[src/rtl/bitmap_slot_allocator_core_defines.svh]
// Assertion macros shared by the slot allocator RTL.
`ifndef BITMAP_SLOT_ALLOCATOR_CORE_DEFINES_SVH
`define BITMAP_SLOT_ALLOCATOR_CORE_DEFINES_SVH

// Same-cycle implication, checked at every rising edge outside reset.
`define BSA_ASSERT_IMPL(label, clk_s, rst_s, ante, cons) \
  label: assert property (@(posedge clk_s) disable iff (rst_s) (ante) |-> (cons)) \
    else $error("slot allocator assertion failed in %m");

// Next-cycle implication, checked at every rising edge outside reset.
`define BSA_ASSERT_NEXT(label, clk_s, rst_s, ante, cons) \
  label: assert property (@(posedge clk_s) disable iff (rst_s) (ante) |=> (cons)) \
    else $error("slot allocator assertion failed in %m");

`endif

[src/rtl/bsa_pkg.sv]
// Package: shared types and constants of the bitmap slot allocator.
`default_nettype none
package bsa_pkg;

  localparam int PAGE_W             = 4;
  localparam int SLOT_W             = 6;
  localparam int STATUS_W           = 2;
  localparam int NUM_PAGES_DEF      = 16;
  localparam int SLOTS_PER_PAGE_DEF = 63;

  typedef enum logic [0:0] {
    CMD_ALLOC = 1'b0,
    CMD_FREE  = 1'b1
  } cmd_t;

  typedef enum logic [STATUS_W-1:0] {
    STATUS_OK      = 2'd0,
    STATUS_NO_SLOT = 2'd1,
    STATUS_IGNORED = 2'd2
  } status_t;

  // Queue update requested for one beat.
  typedef struct packed {
    logic pop;
    logic push;
  } queue_op_t;

  // Queue occupancy flags.
  typedef struct packed {
    logic empty;
    logic full;
  } queue_stat_t;

endpackage
`default_nettype wire

[src/rtl/bitmap_slot_allocator_core.sv]
// Top level of the bitmap slot allocator: input register, allocate/free logic, result register.
//
//   channel | handshake          | payload
//   --------+--------------------+------------------------------------------
//   in      | in_valid, in_stall | command, free_page, free_slot
//   out     | out_valid, out_stall | status, granted_page, granted_slot
//
// Flow: one beat in and one result out per cycle while out_stall does not hold the result
//   register. A beat accepted into the input register has its result written to the result
//   register when it advances; in between, the bitmap read, the find-first-set over
//   one page bitmap and the queue update are worked out combinationally.
// Reset: rst clears all page bitmaps to all free and refills the page queue with
//   every page in order at once; the first beat may be accepted straight after.
// Stalls: out_stall holds the result register; in_stall rises only while the input
//   register is full and its result cannot move on.
`default_nettype none
`include "bitmap_slot_allocator_core_defines.svh"
module bitmap_slot_allocator_core
  import bsa_pkg::*;
#(
  parameter int NUM_PAGES      = NUM_PAGES_DEF,
  parameter int SLOTS_PER_PAGE = SLOTS_PER_PAGE_DEF
) (
  input  logic                clk,
  input  logic                rst,
  input  logic                in_valid,
  output logic                in_stall,
  input  logic                command,
  input  logic [PAGE_W-1:0]   free_page,
  input  logic [SLOT_W-1:0]   free_slot,
  output logic                out_valid,
  input  logic                out_stall,
  output logic [STATUS_W-1:0] status,
  output logic [PAGE_W-1:0]   granted_page,
  output logic [SLOT_W-1:0]   granted_slot
);

  localparam int PW  = (NUM_PAGES > 1) ? $clog2(NUM_PAGES) : 1;
  localparam int SW  = SLOTS_PER_PAGE;
  localparam int SIW = (SW > 1) ? $clog2(SW) : 1;
  // Wide enough for both the port page and NUM_PAGES itself.
  localparam int CW  = ((PW > PAGE_W) ? PW : PAGE_W) + 1;

  // Input register.
  logic              held_valid;
  cmd_t              held_cmd;
  logic [PAGE_W-1:0] held_page;
  logic [SLOT_W-1:0] held_slot;

  logic out_free;
  logic advance;

  // Datapath.
  logic [CW-1:0]  page_ext;
  logic           page_bad;
  logic           slot_bad;
  logic [PW-1:0]  free_idx;
  logic [PW-1:0]  head_page;
  logic [PW-1:0]  bank_addr;
  logic [SW-1:0]  bitmap;
  logic [SW-1:0]  slot_bit;
  logic           slot_hit;
  logic           ffs_found;
  logic [SIW-1:0] ffs_idx;
  logic [SW-1:0]  ffs_cleared;
  logic           bank_wr;
  logic [SW-1:0]  bank_wdata;
  queue_op_t      q_op;
  queue_stat_t    q_stat;

  status_t           status_next;
  logic [PAGE_W-1:0] granted_page_next;
  logic [SLOT_W-1:0] granted_slot_next;

  // Handshake: advance the held beat whenever the result register can take it.
  assign out_free = !out_valid || !out_stall;
  assign advance  = held_valid && out_free;
  assign in_stall = held_valid && !out_free;

  always_ff @(posedge clk) begin
    if (rst) begin
      held_valid <= 1'b0;
    end else if (!in_stall) begin
      held_valid <= in_valid;
    end
  end

  // Payload needs no reset: hold it while stalled.
  always_ff @(posedge clk) begin
    if (in_valid && !in_stall) begin
      held_cmd  <= cmd_t'(command);
      held_page <= free_page;
      held_slot <= free_slot;
    end
  end

  // Range checks on the free request.
  assign page_ext = CW'(held_page);
  assign page_bad = (page_ext >= CW'(NUM_PAGES));
  assign slot_bad = (held_slot >= SLOT_W'(SLOTS_PER_PAGE));
  assign free_idx = page_ext[PW-1:0];

  // One bitmap read per beat: the head page on allocate, the named page on free.
  assign bank_addr = (held_cmd == CMD_FREE) ? free_idx : head_page;
  assign slot_bit  = SW'(1) << held_slot;
  assign slot_hit  = |(bitmap & slot_bit);

  bsa_bitmap_bank #(
    .NUM_PAGES      (NUM_PAGES),
    .SLOTS_PER_PAGE (SLOTS_PER_PAGE)
  ) u_bank (
    .clk     (clk),
    .rst     (rst),
    .addr    (bank_addr),
    .rd_data (bitmap),
    .wr_en   (bank_wr),
    .wr_data (bank_wdata)
  );

  bsa_ffs #(
    .W (SW)
  ) u_ffs (
    .vec     (bitmap),
    .found   (ffs_found),
    .idx     (ffs_idx),
    .cleared (ffs_cleared)
  );

  bsa_page_fifo #(
    .NUM_PAGES (NUM_PAGES)
  ) u_fifo (
    .clk       (clk),
    .rst       (rst),
    .op        (q_op),
    .push_page (free_idx),
    .head_page (head_page),
    .stat      (q_stat)
  );

  // Command decode. State changes only on a beat that advances.
  always_comb begin
    status_next       = STATUS_OK;
    granted_page_next = '0;
    granted_slot_next = '0;
    bank_wr           = 1'b0;
    bank_wdata        = bitmap;
    q_op              = '0;
    unique case (held_cmd)
      CMD_ALLOC: begin
        priority if (q_stat.empty) begin
          status_next = STATUS_NO_SLOT;
        end else if (!ffs_found) begin
          // Head page found empty: drop it from the queue and report no slot.
          status_next = STATUS_NO_SLOT;
          q_op.pop    = advance;
        end else begin
          bank_wr           = advance;
          bank_wdata        = ffs_cleared;
          q_op.pop          = advance && !(|ffs_cleared);
          granted_page_next = PAGE_W'(CW'(head_page));
          granted_slot_next = SLOT_W'(ffs_idx);
        end
      end
      CMD_FREE: begin
        priority if (page_bad || slot_bad || slot_hit) begin
          status_next = STATUS_IGNORED;
        end else begin
          bank_wr    = advance;
          bank_wdata = bitmap | slot_bit;
          // A page that was full goes back at the tail.
          q_op.push  = advance && !(|bitmap) && !q_stat.full;
        end
      end
    endcase
  end

  // Result register.
  always_ff @(posedge clk) begin
    if (rst) begin
      out_valid <= 1'b0;
    end else if (advance) begin
      out_valid <= 1'b1;
    end else if (!out_stall) begin
      out_valid <= 1'b0;
    end
  end

  always_ff @(posedge clk) begin
    if (advance) begin
      status       <= STATUS_W'(status_next);
      granted_page <= granted_page_next;
      granted_slot <= granted_slot_next;
    end
  end

  `BSA_ASSERT_NEXT(a_advance_fills_result, clk, rst, advance, out_valid)
  `BSA_ASSERT_IMPL(a_grant_zero_unless_ok, clk, rst, out_valid && (status != STATUS_W'(STATUS_OK)), (granted_page == '0) && (granted_slot == '0))
  `BSA_ASSERT_IMPL(a_no_state_change_on_hold, clk, rst, !advance, !bank_wr && !q_op.pop && !q_op.push)

endmodule
`default_nettype wire

[src/rtl/bsa_ffs.sv]
// Find-first-set: lowest set bit of a bitmap, its index and the bitmap with it cleared.
`default_nettype none
module bsa_ffs
  import bsa_pkg::*;
#(
  parameter int W = SLOTS_PER_PAGE_DEF
) (
  input  logic [W-1:0]                      vec,
  output logic                              found,
  output logic [((W > 1) ? $clog2(W) : 1)-1:0] idx,
  output logic [W-1:0]                      cleared
);

  localparam int IW = (W > 1) ? $clog2(W) : 1;

  logic [W-1:0] lsb;

  // Isolate the lowest set bit, then encode it: each index bit is an OR of one-hot bits.
  assign lsb     = vec & (~vec + W'(1));
  assign cleared = vec & (vec - W'(1));
  assign found   = |vec;

  always_comb begin
    idx = '0;
    for (int i = 0; i < W; i++) begin
      if (lsb[i]) begin
        idx = idx | IW'(i);
      end
    end
  end

endmodule
`default_nettype wire

[src/rtl/bsa_bitmap_bank.sv]
// Bank of per-page free bitmaps, one read and one write port.
`default_nettype none
module bsa_bitmap_bank
  import bsa_pkg::*;
#(
  parameter int NUM_PAGES      = NUM_PAGES_DEF,
  parameter int SLOTS_PER_PAGE = SLOTS_PER_PAGE_DEF
) (
  input  logic                                             clk,
  input  logic                                             rst,
  input  logic [((NUM_PAGES > 1) ? $clog2(NUM_PAGES) : 1)-1:0] addr,
  output logic [SLOTS_PER_PAGE-1:0]                        rd_data,
  input  logic                                             wr_en,
  input  logic [SLOTS_PER_PAGE-1:0]                        wr_data
);

  logic [SLOTS_PER_PAGE-1:0] bitmaps [NUM_PAGES];

  assign rd_data = bitmaps[addr];

  // Every slot starts free.
  always_ff @(posedge clk) begin
    if (rst) begin
      for (int i = 0; i < NUM_PAGES; i++) begin
        bitmaps[i] <= '1;
      end
    end else if (wr_en) begin
      bitmaps[addr] <= wr_data;
    end
  end

endmodule
`default_nettype wire

[src/rtl/bsa_page_fifo.sv]
// Circular queue of pages that still hold free slots; its head is the current page.
`default_nettype none
`include "bitmap_slot_allocator_core_defines.svh"
module bsa_page_fifo
  import bsa_pkg::*;
#(
  parameter int NUM_PAGES = NUM_PAGES_DEF
) (
  input  logic                                             clk,
  input  logic                                             rst,
  input  queue_op_t                                        op,
  input  logic [((NUM_PAGES > 1) ? $clog2(NUM_PAGES) : 1)-1:0] push_page,
  output logic [((NUM_PAGES > 1) ? $clog2(NUM_PAGES) : 1)-1:0] head_page,
  output queue_stat_t                                      stat
);

  localparam int PW   = (NUM_PAGES > 1) ? $clog2(NUM_PAGES) : 1;
  localparam int CNTW = $clog2(NUM_PAGES + 1);
  localparam int SUMW = PW + 1;

  logic [PW-1:0]   entries [NUM_PAGES];
  logic [PW-1:0]   head;
  logic [CNTW-1:0] count;
  logic [PW-1:0]   head_next;
  logic [SUMW-1:0] tail_sum;
  logic [PW-1:0]   tail;

  assign head_page  = entries[head];
  assign stat.empty = (count == '0);
  assign stat.full  = (count == CNTW'(NUM_PAGES));

  assign head_next = (head == PW'(NUM_PAGES - 1)) ? '0 : head + PW'(1);
  // head + count stays below twice the depth: one compare and subtract wraps it.
  assign tail_sum  = SUMW'(head) + SUMW'(count);
  assign tail      = (tail_sum >= SUMW'(NUM_PAGES)) ?
                     PW'(tail_sum - SUMW'(NUM_PAGES)) : PW'(tail_sum);

  always_ff @(posedge clk) begin
    if (rst) begin
      for (int i = 0; i < NUM_PAGES; i++) begin
        entries[i] <= PW'(i);
      end
      head  <= '0;
      count <= CNTW'(NUM_PAGES);
    end else begin
      if (op.pop) begin
        head  <= head_next;
        count <= count - CNTW'(1);
      end else if (op.push) begin
        entries[tail] <= push_page;
        count         <= count + CNTW'(1);
      end
    end
  end

  `BSA_ASSERT_IMPL(a_no_pop_when_empty, clk, rst, op.pop, !stat.empty)
  `BSA_ASSERT_IMPL(a_push_only_alone_and_room, clk, rst, op.push, !op.pop && !stat.full)
  `BSA_ASSERT_NEXT(a_pop_drops_count, clk, rst, op.pop, count == $past(count) - CNTW'(1))

endmodule
`default_nettype wire
[config.mk]
export PLATFORM = sky130hd
export DESIGN_NAME = bitmap_slot_allocator_core
export DESIGN_NICKNAME = d
export VERILOG_FILES = /design/src/rtl/bsa_pkg.sv /design/src/rtl/bitmap_slot_allocator_core.sv /design/src/rtl/bsa_ffs.sv /design/src/rtl/bsa_bitmap_bank.sv /design/src/rtl/bsa_page_fifo.sv
export VERILOG_INCLUDE_DIRS = /design/src /design/src/rtl
export SDC_FILE = /design/constraint.sdc
export NUM_CORES = 2
export LEC_CHECK = 0
export BUFFER_PORTS_ARGS = -buffer_cell sky130_fd_sc_hd__buf_4
export CORE_AREA = 2 2 347 349
export DETAILED_ROUTE_END_ITERATION = 6
export DIE_AREA = 0 0 349 351
export GPL_TIMING_DRIVEN = 0
export PLACE_DENSITY = 0.68
export RECOVER_POWER = 50
export SYNTH_ARGS = -nofsm -noshare
export SYNTH_HDL_FRONTEND = slang
export SYNTH_HIERARCHICAL = 1
export SYNTH_SLANG_ARGS = --single-unit
[constraint.sdc]
create_clock -name clk -period 11 [get_ports clk]
set_clock_uncertainty 0.2 [all_clocks]
set_input_delay 0.55 -clock clk [delete_from_list [all_inputs] [get_ports clk]]
set_output_delay 0.55 -clock clk [all_outputs]
set_load 0.1 [all_outputs]
==> run metrics <==
status finished with violations; failing checks capacitance limit, slew limit; Final Net Count ~4000; Crit Path Class register to register; largest net degree at the start of global routing 44; Crit. End Element register; Min-Delay Path Class primary input to register; setup violators final 0; post-synth cell types 97; post-synth top area share 60.63%; DR vias/cell about 6.3; Num CTS Buffers 115; Power Dens Cells 158.4 nW/um^2; Hold Fails Final Rpt 0; RSZ-0062 raised after global routing no; root buf cell clkbuf_16; core area 119000 sq um; antenna-violating nets left 0; CTS Buffer Depth 3; cell area after synthesis 54230 sq um; # rows about 130; Horiz. Die Dim 349 um; minimum clock period 10.75 ns; Wirelength per Cell 30.08 um; CP Max Fanout 38; initial core utilization between 40% and 50%; placed cell areas 57090 sq um; Port-buffer cells 28; post-synth top area cell edfxtp_1; Slew headroom -14.72%; Startpoint Class register; Post-synth EDFFs 1095; Comb pwr share 11.8%; Final Core Density around half; clock tree from TritonCTS built; Post-Syn Nets 3828; clk slew on worst S/H paths 0.06 ns; clock network fraction of design power 39.8%; IO Count 29; Syn Inst Count 3804; DRC 0; Syn-to-layout area delta 12.25%; worst skew pair latency 0.74 ns; top_reg_cell synth edfxtp_1; number of global-route vias before repair 35110; DRT iter0 DRCs 4817; Final Max Tran Viols 31; Die Ht 351 um; most frequent cells after synthesis edfxtp_1, or2_2, nand2b_1; synth top area cells edfxtp_1, mux4_2, or2_2; post-CTS setup buffer count 0; Max-Cap Viols 4; Yosys warning total 6; most frequent cell after synthesis edfxtp_1; maximum VDD drop 0.1368 mV; P_int 7.132 mW; total gr overflow 0; FF-to-FF path depth 26; initial antenna violation count 10; gpl congestion 1.024; Final WS setup 0.2489 ns; Net Sw Frac 26.05%; Seq pwr share between 40% and 50%; layout cell share with drive strength beyond 1 30.37%; final worst-path cycle share 97.74%; ys async rst share 0%; hold depth 4; syn avg cell area 14.26 sq um; HPWL after DPL 114.8 mm; wire length of the first global-routing pass around 250 mm; post-route cell area 60870 sq um; Yosys reg bits 1110; total die area 122500 sq um; NetSw 2.512 mW; achievable frequency 0.09301 GHz; Req. time, crit path approximately 11 ns; Via Count 35430; drt total wl 169.8 mm; Filler cells 9921; Pleak 15.51 nW; sequential share of the synthesized area 61.19%; H-tree level count 3; pre-CTS setup slack -0.3373 ns; Pre-antenna DRT Iters 6; crit path DAT 10.97 ns; Total GRT Usage between 20% and 30%; CTS Sinks between 1000 and 1500; Tot Pwr 9.645 mW; Worst-Margin Slew roughly 1.7 ns
==> placed cells by master (no fill, tap or decap), drive strengths merged, types with 53 or more instances in the layout <==
master	instances
nor2	120
nand2	147
a22oi	139
mux2i	53
clkbuf	398
or2	640
buf	130
or3	74
nor4	70
mux4	268
edfxtp	1095
nand2b	328
==> area by class of cell <==
type	instances	area, sq um	share of cell area [%]
well taps	1548	1937	3.182
diodes	9	22.52	0.03700
flip-flops and latches	1110	33180	54.51
inverters	24	90.09	0.1480
plain buffers	325	1540	2.530
clock inverters	67	651.9	1.071
multi-input cells	2345	19560	32.13
repair buffers	69	828.3	1.361
clock buffers	149	3065	5.036
==> per-layer routing <==
layer  track usage, %  routed length (um)  vias up
li1                 -                   -    14840
met1            37.34               67070    18160
met2            42.62               77040     1997
met3            7.229               17720      422
met4            12.32                7919        8
met5                0                  75        -
==> power groups by stage <==
stage                     clock [mW]  combinational, mW  sequential [mW]
after floorplan                    0              0.621             4.78
after global placement             0               1.06             4.79
after detailed placement           0               1.10             4.76
after CTS                       3.89               1.11             4.67
after global routing            4.05               1.18             4.67
final                           3.84               1.13             4.67
==> worst paths after layout <==
kind                  startpoint                    end  slack [ns]
hold reg to reg   u_fifo/head[3]         u_fifo/head[3]        0.37
hold / removal               rst  u_fifo/entries[14][1]        0.28
setup / recovery        register  u_bank/bitmaps[0][33]        0.25
setup reg to reg        register  u_bank/bitmaps[0][33]        0.25
==> state kept, by name (all words and copies together), names as in the netlist, named ones only <==
register,flops
free_idx,4
granted_page,4
granted_slot,6
held_cmd,1
held_slot,6
held_valid,1
out_valid,1
status,2
u_bank/bitmaps,1008
u_fifo/count,5
u_fifo/entries,64
u_fifo/head,4
==> stage by stage <==
step	std cells	setup TNS (ns)	hold slack (ns)
4_1_cts	5637	0	0.2082
3_3_place_gp	5380	-2698.85	0.2610
5_1_grt	5642	0	0.2680
3_5_place_dp	5406	-29.48	0.2740
2_1_floorplan	3804	0	0.2444
6_report	5646	0	0.2832
==> critical path, stage by stage (launching register included) <==
cell and delay [ns]:
dfxtp_1 0.30, buf_2 0.26, buf_2 0.41, mux4_2 0.58, a22oi_1 0.22, nand2_1 0.16
mux2_2 0.35, clkbuf_4 0.37, buf_2 0.43, buf_2 0.34, mux4_2 0.34, a22oi_1 0.15
nand2_1 0.49, nor4_4 0.58, nand2_2 0.17, or4_1 0.49, buf_2 0.18, or4b_4 0.59
nor2_1 0.15, nand2_1 0.21, nand2_1 0.20, clkbuf_1 0.51, a21boi_1 0.37, nor4b_2 0.31
nand2_2 0.62, nand2b_2 0.85, buf_16 0.48
==> timing repair <==
item,in CTS,in global routing
setup endpoints to repair,218,909
gates cloned,1,0
hold buffers,15,0
hold endpoints to repair,16,0
resized for setup,5,9
==> cells by family after synthesis <==
| kind of cell | Yosys count | synth area share, % |
|---|---|---|
| compound gates | 360 | 5.104 |
| flops | 1110 | 61.19 |
| xor+xnor | 5 | 0.08077 |
| other cells | 1 | 0.006915 |
| mux | 326 | 12.21 |
| fa+ha+maj | 9 | 0.2353 |
| buf+inv | 350 | 3.052 |
| simple gates | 1643 | 18.12 |
Power figures use the tool's default switching activity.
